==> src/hdl/kwm_pkg.sv <==
// ----------------------------------------------------------------------------
// kwm_pkg
// types and constants shared by the sorted run merger
// ----------------------------------------------------------------------------
package kwm_pkg;

  localparam int NUM_RUNS = 8;
  localparam int NUM_KEYS = 2;
  localparam int RUN_W = $clog2(NUM_RUNS);

  typedef enum logic [1:0] {
    KIND_LOAD = 2'd0,
    KIND_EXHAUST = 2'd1,
    KIND_POP = 2'd2,
    KIND_CLEAR = 2'd3
  } kind_t;

  typedef enum logic [1:0] {
    REG_LIMIT = 2'd0,
    REG_KEYCNT = 2'd1,
    REG_ASC = 2'd2,
    REG_NULLF = 2'd3
  } reg_idx_t;

  typedef enum logic [1:0] {
    ST_IDLE,
    ST_SCAN,
    ST_LAST,
    ST_EMIT
  } state_t;

  typedef struct packed {
    logic [1:0]  kind;
    logic [2:0]  run_id;
    logic [31:0] row_index;
    logic signed [63:0] key_first;
    logic        key_first_null;
    logic signed [63:0] key_second;
    logic        key_second_null;
  } in_item_t;

  typedef struct packed {
    logic [2:0]  out_run;
    logic [31:0] out_row;
    logic        out_done;
  } out_item_t;

  typedef struct packed {
    logic [63:0] k0;
    logic [63:0] k1;
    logic [1:0]  nulls;
    logic [31:0] row;
  } head_t;

  typedef struct packed {
    logic [1:0] key_count;
    logic [1:0] asc;
    logic [1:0] null_lead;
  } order_cfg_t;

endpackage

==> src/hdl/k_way_sorted_run_merger.sv <==
// ----------------------------------------------------------------------------
// k_way_sorted_run_merger
// merges sorted runs: holds one head per run in a memory, pops the smallest
// ----------------------------------------------------------------------------
// load, exhausted and clear items act at the accepting edge and never raise busy
// a pop with heads present, limit not reached, reads one run per cycle and holds
// busy through scan, last and emit, taking no new item; the result follows emit
// a pop that answers done strobes out_valid the next cycle without raising busy
// results stay one cycle only on out_valid; the receiver cannot stall
// sync active-low reset clears present bits, count, registers and fsm, not memory
module k_way_sorted_run_merger (
  input  logic                clk,
  input  logic                rst_n,
  input  logic                start,
  output logic                busy,
  input  kwm_pkg::in_item_t   in_item,
  output logic                out_valid,
  output kwm_pkg::out_item_t  out_item,
  input  logic                psel,
  input  logic                penable,
  input  logic                pwrite,
  input  logic [4:0]          paddr,
  input  logic [63:0]         pwdata,
  output logic [63:0]         prdata,
  output logic                pready
);
  localparam int RW = kwm_pkg::RUN_W;

  // configuration registers
  logic [32:0] limit_r;
  logic [1:0]  kcnt_r, asc_r, nullf_r;
  logic        cfg_wr;
  logic [1:0]  cfg_idx;

  assign pready = 1'b1;
  assign cfg_wr = psel && penable && pwrite && pready;
  assign cfg_idx = paddr[4:3];

  // limit is 33 bits signed; bit 32 set means no limit
  always_ff @(posedge clk) begin
    if (!rst_n) begin
      limit_r <= '1;
      kcnt_r  <= 2'd1;
      asc_r   <= 2'd3;
      nullf_r <= 2'd0;
    end else if (cfg_wr) begin
      unique case (kwm_pkg::reg_idx_t'(cfg_idx))
        kwm_pkg::REG_LIMIT:  limit_r <= pwdata[32:0];
        kwm_pkg::REG_KEYCNT: kcnt_r  <= pwdata[1:0];
        kwm_pkg::REG_ASC:    asc_r   <= pwdata[1:0];
        kwm_pkg::REG_NULLF:  nullf_r <= pwdata[1:0];
        default: ;
      endcase
    end
  end

  always_comb begin
    unique case (kwm_pkg::reg_idx_t'(cfg_idx))
      kwm_pkg::REG_LIMIT:  prdata = {{31{limit_r[32]}}, limit_r};
      kwm_pkg::REG_KEYCNT: prdata = {62'd0, kcnt_r};
      kwm_pkg::REG_ASC:    prdata = {62'd0, asc_r};
      kwm_pkg::REG_NULLF:  prdata = {62'd0, nullf_r};
      default:             prdata = '0;
    endcase
  end

  // head memory, one entry per run, one read port with registered data
  kwm_pkg::head_t head_mem [kwm_pkg::NUM_RUNS];
  kwm_pkg::head_t rd_q;
  logic [RW-1:0]  rd_addr;
  logic           mem_we;
  logic [RW-1:0]  wr_addr;
  kwm_pkg::head_t wr_data;

  always_ff @(posedge clk) begin
    if (mem_we) head_mem[wr_addr] <= wr_data;
    rd_q <= head_mem[rd_addr];
  end

  // control state
  kwm_pkg::state_t state_r, state_nxt;
  logic [kwm_pkg::NUM_RUNS-1:0] present_r, present_nxt;
  logic [31:0]    count_r, count_nxt;
  logic [RW:0]    scan_r, scan_nxt;        // read address being issued
  logic [RW-1:0]  cand_r, cand_nxt;        // run whose data is in rd_q
  logic           found_r, found_nxt;
  logic [RW-1:0]  best_r, best_nxt;
  kwm_pkg::head_t best_q, best_d;
  logic           best_we;
  logic           cand_live;
  logic           cand_less;
  logic           take;
  logic           limited;
  kwm_pkg::order_cfg_t ocfg;
  kwm_pkg::in_item_t in_q;
  logic           out_valid_r, out_valid_nxt;
  kwm_pkg::out_item_t out_r, out_nxt;

  assign ocfg = '{key_count: kcnt_r, asc: asc_r, null_lead: nullf_r};

  kwm_cmp u_cmp (
    .a(rd_q),
    .b(best_q),
    .cfg(ocfg),
    .less(cand_less)
  );

  assign in_q = in_item;
  assign busy = (state_r != kwm_pkg::ST_IDLE);
  assign limited = !limit_r[32] && ({1'b0, count_r} >= limit_r);
  assign cand_live = present_r[cand_r];
  assign take = cand_live && (!found_r || cand_less);

  always_ff @(posedge clk) begin
    if (!rst_n) begin
      state_r     <= kwm_pkg::ST_IDLE;
      present_r   <= '0;
      count_r     <= '0;
      scan_r      <= '0;
      cand_r      <= '0;
      found_r     <= 1'b0;
      best_r      <= '0;
      out_valid_r <= 1'b0;
    end else begin
      state_r     <= state_nxt;
      present_r   <= present_nxt;
      count_r     <= count_nxt;
      scan_r      <= scan_nxt;
      cand_r      <= cand_nxt;
      found_r     <= found_nxt;
      best_r      <= best_nxt;
      out_valid_r <= out_valid_nxt;
    end
  end

  always_ff @(posedge clk) begin
    out_r <= out_nxt;
    if (best_we) best_q <= best_d;
  end

  always_comb begin
    state_nxt     = state_r;
    present_nxt   = present_r;
    count_nxt     = count_r;
    scan_nxt      = scan_r;
    cand_nxt      = cand_r;
    found_nxt     = found_r;
    best_nxt      = best_r;
    out_valid_nxt = 1'b0;
    out_nxt       = out_r;
    mem_we        = 1'b0;
    wr_addr       = in_q.run_id[RW-1:0];
    wr_data       = '{k0: in_q.key_first, k1: in_q.key_second,
                      nulls: {in_q.key_second_null, in_q.key_first_null},
                      row: in_q.row_index};
    rd_addr       = scan_r[RW-1:0];
    best_we       = 1'b0;
    best_d        = rd_q;
    unique case (state_r)
      kwm_pkg::ST_IDLE: begin
        if (start) begin
          case (kwm_pkg::kind_t'(in_q.kind))
            kwm_pkg::KIND_LOAD: begin
              if (32'(in_q.run_id) < 32'(kwm_pkg::NUM_RUNS)) begin
                mem_we = 1'b1;
                present_nxt[in_q.run_id[RW-1:0]] = 1'b1;
              end
            end
            kwm_pkg::KIND_EXHAUST: begin
              if (32'(in_q.run_id) < 32'(kwm_pkg::NUM_RUNS))
                present_nxt[in_q.run_id[RW-1:0]] = 1'b0;
            end
            kwm_pkg::KIND_CLEAR: begin
              present_nxt = '0;
              count_nxt   = '0;
            end
            default: begin
              if (limited || present_r == '0) begin
                out_valid_nxt = 1'b1;
                out_nxt = '{out_run: 3'd0, out_row: 32'd0, out_done: 1'b1};
              end else begin
                rd_addr   = '0;
                scan_nxt  = (RW+1)'(1);
                cand_nxt  = '0;
                found_nxt = 1'b0;
                state_nxt = kwm_pkg::ST_SCAN;
              end
            end
          endcase
        end
      end
      kwm_pkg::ST_SCAN, kwm_pkg::ST_LAST: begin
        // rd_q holds run cand_r; compare against best so far
        if (take) begin
          best_we   = 1'b1;
          best_nxt  = cand_r;
          found_nxt = 1'b1;
        end
        cand_nxt = scan_r[RW-1:0];
        scan_nxt = scan_r + (RW+1)'(1);
        if (state_r == kwm_pkg::ST_LAST) state_nxt = kwm_pkg::ST_EMIT;
        else if (scan_r == (RW+1)'(kwm_pkg::NUM_RUNS - 1)) state_nxt = kwm_pkg::ST_LAST;
      end
      kwm_pkg::ST_EMIT: begin
        out_valid_nxt = 1'b1;
        out_nxt = '{out_run: 3'(best_r), out_row: best_q.row, out_done: 1'b0};
        present_nxt[best_r] = 1'b0;
        if (count_r != '1) count_nxt = count_r + 32'd1;
        state_nxt = kwm_pkg::ST_IDLE;
      end
      default: state_nxt = kwm_pkg::ST_IDLE;
    endcase
  end

  assign out_valid = out_valid_r;
  assign out_item  = out_r;

`ifndef SYNTHESIS
  // a pop that finds heads always marks one as best before emitting
  a_found: assert property (@(posedge clk) disable iff (!rst_n)
    state_r == kwm_pkg::ST_EMIT |-> found_r && present_r[best_r])
    else $error("emit without a present best head");
  // a non-done result clears the popped run's present bit
  a_clear: assert property (@(posedge clk) disable iff (!rst_n)
    state_r == kwm_pkg::ST_EMIT |=> !present_r[$past(best_r)])
    else $error("popped head still present");
  // results only appear after the block was busy or just started
  a_strobe: assert property (@(posedge clk) disable iff (!rst_n)
    out_valid |-> $past(start && !busy) || $past(state_r == kwm_pkg::ST_EMIT))
    else $error("stray result strobe");
`endif

endmodule

==> src/hdl/kwm_cmp.sv <==
// ----------------------------------------------------------------------------
// kwm_cmp
// orders two heads by the configured keys; less is high if a goes first
// ----------------------------------------------------------------------------
module kwm_cmp (
  input  kwm_pkg::head_t      a,
  input  kwm_pkg::head_t      b,
  input  kwm_pkg::order_cfg_t cfg,
  output logic                less
);
  logic [1:0] n_use;
  logic [1:0] lt, gt;
  logic [63:0] ka, kb;
  logic na, nb, slt, sgt;

  always_comb begin
    n_use = (cfg.key_count > 2'(kwm_pkg::NUM_KEYS)) ? 2'(kwm_pkg::NUM_KEYS) : cfg.key_count;
    for (int i = 0; i < 2; i++) begin
      ka = (i == 0) ? a.k0 : a.k1;
      kb = (i == 0) ? b.k0 : b.k1;
      na = a.nulls[i];
      nb = b.nulls[i];
      slt = $signed(ka) < $signed(kb);
      sgt = $signed(ka) > $signed(kb);
      if (na || nb) begin
        lt[i] = (na != nb) && (na == cfg.null_lead[i]);
        gt[i] = (na != nb) && (na != cfg.null_lead[i]);
      end else begin
        lt[i] = cfg.asc[i] ? slt : sgt;
        gt[i] = cfg.asc[i] ? sgt : slt;
      end
    end
    less = 1'b0;
    if (n_use >= 2'd1) begin
      if (lt[0]) less = 1'b1;
      else if (!gt[0] && n_use >= 2'd2) less = lt[1];
    end
  end
endmodule

==> config.mk <==
export PLATFORM = sky130hd
export DESIGN_NAME = k_way_sorted_run_merger
export DESIGN_NICKNAME = d
export VERILOG_FILES = /design/src/hdl/kwm_pkg.sv /design/src/hdl/k_way_sorted_run_merger.sv /design/src/hdl/kwm_cmp.sv
export SDC_FILE = /design/constraint.sdc
export NUM_CORES = 2
export LEC_CHECK = 0
export ABC_CLOCK_PERIOD_IN_PS = 46100
export BUFFER_PORTS_ARGS = -buffer_cell sky130_fd_sc_hd__buf_2
export CAP_MARGIN = 20
export CORE_MARGIN = 2
export CORE_UTILIZATION = 43
export DETAILED_ROUTE_END_ITERATION = 8
export PLACE_DENSITY = 0.69
export SYNTH_ARGS = -nofsm -noshare
export SYNTH_HDL_FRONTEND = slang
export SYNTH_SLANG_ARGS = --single-unit
==> constraint.sdc <==
create_clock -name clk -period 46.1 [get_ports clk]
set_input_delay 11.525 -clock clk [delete_from_list [all_inputs] [get_ports clk]]
set_output_delay 11.525 -clock clk [all_outputs]
set_load 0.03 [all_outputs]
# Word-level counts from Yosys, hierarchy flattened
# Memory sizes are Yosys's and may differ from the RTL's. A register that Yosys moved wholly into a read port is not among the register bits.
# Index checks and enable logic that the tools add are counted.
# op_classes
addsub,2
order_cmp,13
eq_ne,24
mux,62
n_bitwise,5
n_reduce_logical,37
# ops
operator,count
$pmux 64 s4,1
$gt 64x64->1,2
$lt 64x64->1,2
$mux 36,3
$mux 32,3
$pmux 36 s2,1
$pmux 32 s2,1
$ge 32x33->1,1
$add 32x1->32 const B,1
$ne 32x32->1 const B,1
$mux 1,26
$pmux 8 s3,1
$mux 3,7
$and 8x8->8,2
$not 8->8,2
$pmux 8 s2,1
$reduce_and 4->1,4
$lt 3x4->1 const B,3
$mux 2,6
$mux 4,3
$ne 2x2->1 const B,6
$eq 2x2->1 const B,5
$logic_and 1x1->1,10
$reduce_and 2->1,5
29 further kinds,46
# totals
ff_bits,291
ram_bits,1296
input_bits,242
output_inout_bits,103
mem_count,1
# mem_list
memory,words,word_bits,read_ports,rd_clocked_by_memory_dff,write_ports,line_no,rtl
head_mem,8,162,1,1,1,k_way_sorted_run_merger.sv:68,kwm_pkg::head_t head_mem [kwm_pkg::NUM_RUNS];

# Logic depth before layout (Yosys ltp)
# depth
word_depth,12
ltp_mapped,16
ltp_nobuf,12

# Hierarchy
# Synthesis repeated with hierarchy kept, for this count alone.
# unflattened
cells_unflattened,4016
area_unflattened_um2,67482.2
# modules_own_cells
module,instances,cells_each,area_each_um2
k_way_sorted_run_merger,1,3525,64026.4
kwm_cmp,1,491,3455.8

# Least setup slack after synthesis
# Ideal clock, no wire load.
# synth_timing
path_kind,input -> output
from,input paddr[3]
to,output prdata[33]
arrival_time_ns,12.983
path_slack_ns,21.592
stages,4
cell_sequence,clkbuf_1 -> nor2_1 -> and2_1 -> buf_4
# synth_between
elab_chain_cells,2
elab_cells_between_ends,5
cone_classes,3 x eq/ne; 1 x mux; 1 x reduce/logical
# synth_lines
item,line_no,rtl
"start, declared",k_way_sorted_run_merger.sv:22,"input logic [4:0] paddr,"
"$eq 2x2->1, or another cell as far along",k_way_sorted_run_merger.sv:58,unique case (kwm_pkg::reg_idx_t'(cfg_idx))
$pmux 64 s4 (*),k_way_sorted_run_merger.sv:58,
"end, declared",k_way_sorted_run_merger.sv:24,"output logic [63:0] prdata,"
# Mark *: on every way between the ends. The rest lies on a longest branch, timed or not.

# Worst setup path in the final report
# layout_timing
from,input paddr[4]
to,output prdata[43]
# The elaborated chain is that of the path after synthesis.

==> impl_metrics.yaml <==
status:
  status: "finished clean"
worst_setup_path:
  start_kind: "input pin"
  worstPathMaxFanout: 38
  critical_path_class: "in2out"
  reg2reg_to: "best_q[114]"
  cp_common_cell: "buf_2"
  critPathMaxStageDelay_ns: 0.58
  path_cells: "buf_2 > nor2_1 > and2_1 > buf_2"
  worstReg2RegStart: "best_q[152]"
  cp_top_family: "simple AND/OR/NAND/NOR gates"
  worstPathRequired_ns: 34.58
  crit_arrival_ns: 13.01
  reg2reg_setup_slack_ns: 40.52
  crit_buf_inv: 2
  cp-end-kind: "output pin"
  crit_slowest_cell: "and2_1"
  worstRegToRegCells: 13
sta:
  min_period_ns: 24.54
  min_period_over_period_pct: 53.2
  rsz0062_at_grt: "false"
  setup_violations: 0
  setup_tns_ns: 0
  worst_pin_slew_ns: 1.09
  max_slew_margin_pct: 27.5
  hold_viol: 0
  finClkSkew_ns: 0.0362
  fmax_mhz: 40.8
  slew_viol_final: 0
power:
  p_per_area_mw_per_mm2: 44.0
  peakVddDrop_mv: 0.0374
  leakagePower_nw: 26.1
logic_synthesis:
  synth_top_area_share_pct: 65.7
  yosysWarnings: 0
  ys_types: 67
  syn_area_mm2: 0.0683
  async_flop_share_pct: 0
  avgSynthCellArea_um2: 15.7
  synthTopCellsByArea: "edfxtp_1 66%, dfxtp_1 7.5%, mux4_2 5.5%"
  syn_inst: 4359
  synth-seq-cells: 1749
  synth_ff_type: "edfxtp_1"
  syn-num-nets: 4768
  synth_top_area_cell: "edfxtp_1"
  ys_seq_area_share_pct: 73.2
  synth-edff-count: 1494
final_layout:
  drive_above_1_share_pct: 16.9
  nets: 5035
  final_cells: 6871
  area_growth_syn_to_layout_pct: 13.9
routing:
  wl_per_cell_um: 22.3
  ant_nets: 0
  drt-initial-drc-count: 3229
  drt-total-wl_um: 153000
  dr_total_vias: 37847
  vias_per_cell: 5.51
  dr.pass1.iters: 6
  drc: 0
cts:
  cts-buffers-inserted: 175
  cts_setup_buffers: 0
  ctsHoldBuffers: 0
  cts_resized: 0
  cts_buffer_depth: 3
  clock_sinks: 1749
  cts_htree_levels: 4
  clk_pin_slew_ns: 0.06
  cts_root_buf: "clkbuf_16"
  tritoncts: "done"
  clk_latency_ns: 0.83
placement:
  finalWeightedCongestion: 0.795
  port_buffers: 309
  dp_hpwl_um: 80800
  place_inst: 6520
die:
  die_area_mm2: 0.162
  boundaryPins: 345
  die_w_um: 402
  rows: 146
  start_util_pct: 43.2
  core_area_mm2: 0.158
  fp.dieH_um: 402
grt:
  grt_overflow: 0
  grt_start_max_net_pins: 164
  grt_pass1_vias: 37862
  grt_first_pass_wirelength_um: 232000
  antenna_found_initial: 67
  track_usage_pct: 18.8
hold_path:
  min_path_cells: 0
  min_from: "best_d[12]"
  hold_end: "best_q[12]"
  min_path_type: "reg2reg"
job:
  max_cap_violations: 0
logic make-up (layout without fill, tap and decap cells):
group | after synthesis | in the layout | synth area share, %
AOI/OAI and AO/OA | 888 | 888 | 7.05
xor gates and xnor gates | 30 | 30 | 0.396
adders and majority gates | 167 | 167 | 3.06
buffers and inverters | 460 | 880 | 2.73
DFF | 1749 | 1749 | 73.2
muxes | 336 | 336 | 7.97
other | 1 | 21 | 0.00549
and+or+nand+nor | 728 | 728 | 5.59
per-stage QoR:
step / area [µm²] / setup WS, ns / hold slack (ns) / util [%] / total power, mW
final: 77700 / 21.56 / 0.396 / 49.2 / 3.42
after global routing: 77700 / 21.41 / 0.404 / 49.2 / 3.53
after CTS: 77700 / 21.55 / 0.400 / 49.2 / 3.45
after detailed placement: 71900 / 21.55 / 0.389 / 45.5 / 2.03
after global placement: 71900 / 21.64 / 0.387 / 45.5 / 2.03
after floorplan: 68300 / 21.59 / 0.386 / - / 1.95
sequential cells by signal, indices dropped and copies added (netlist names):
register,count
nullf_r,2
best_q,162
best_d,162
found_r,1
kcnt_r,2
out_item,36
best_r,3
state_r,2
present_r,8
limit_r,33
out_valid,1
asc_r,2
scan_r,4
cand_r,3
count_r,32
head_mem,1296
cell type report:
type | count | area, µm²
clock inverter | 82 | 923
timing repair buffer | 360 | 2050
inverter | 190 | 721
tap | 2072 | 2590
multi-input combinational | 2150 | 16500
antenna | 20 | 50.0
fill | 12970 | 80300
clock buffer | 248 | 4890
sequential | 1749 | 50000
power by group:
| part | total (mW) | internal (mW) | switching (mW) |
|---|---|---|---|
| registers | 1.77 | 1.75 | 0.0167 |
| clock network | 1.42 | 0.819 | 0.600 |
| logic | 0.229 | 0.0758 | 0.153 |
cell usage after synthesis, types with 3 or more instances:
library cell  instances
o211ai_1             40
o31a_1                3
xnor2_1              10
nand4_1              32
a21oi_1             557
nor2_1               73
a221oi_1              4
buf_2                16
o21a_1                4
a211oi_1              5
nand3_1             200
mux2i_1             170
mux4_2              166
and3_1                9
buf_1                32
a32o_1                4
buf_4                32
nor2b_1               7
nor3b_1               3
nor4_1               10
clkbuf_1            190
a21o_1               29
o21ai_1              26
o21ai_0             182
a221o_1               3
edfxtp_1           1494
a32oi_1               3
or3_1                 6
a31oi_1               4
nor3_1               39
o31ai_1               3
nand2_1             121
and4_1                9
inv_1               190
ha_1                167
xor2_1               19
and2_1               41
nand2b_1            167
dfxtp_1             255
worst register-to-register path, cell delays in order (launching register included):
cell and delay (ns):
edfxtp_1 0.33, inv_1 0.05, ha_1 0.29, nand4_1 0.22
or4_1 0.64, or4_4 0.61, a311oi_1 0.54, nor4_1 0.20
xnor2_2 0.34, mux2i_1 0.16, a21oi_2 0.19, a22oi_4 0.12
inv_8 0.46, buf_4 0.88
worst max path at each step:
stage / start / to / slack, ns / depth (start not counted)
after floorplan: paddr[3] / prdata[33] / 21.59 / 4
after global placement: paddr[4] / prdata[43] / 21.64 / 4
after detailed placement: paddr[4] / prdata[32] / 21.55 / 4
after CTS: paddr[4] / prdata[32] / 21.55 / 4
after global routing: paddr[4] / prdata[42] / 21.41 / 4
final: paddr[4] / prdata[43] / 21.56 / 4
metal layers:
| metal | share of wire (%) | vias up | track usage, % |
|---|---|---|---|
| met5 | 0.23 | - | 0 |
| met4 | 2.6 | 56 | 6.74 |
| met3 | 7.3 | 304 | 4.58 |
| met2 | 48 | 1227 | 30.8 |
| met1 | 42 | 19100 | 24.4 |
| li1 | - | 17160 | - |
placed cells by master (no fill, tap or decap), types with 167 or more instances in the layout:
cell	Yosys	final
inv_1	190	189
buf_2	16	309
dfxtp_1	255	252
nand3_1	200	200
edfxtp_1	1494	1494
clkbuf_16	0	177
o21ai_0	182	182
nand2b_1	167	167
mux2i_1	170	170
a21oi_1	557	557
No activity file was read; power rests on OpenSTA's default activity.
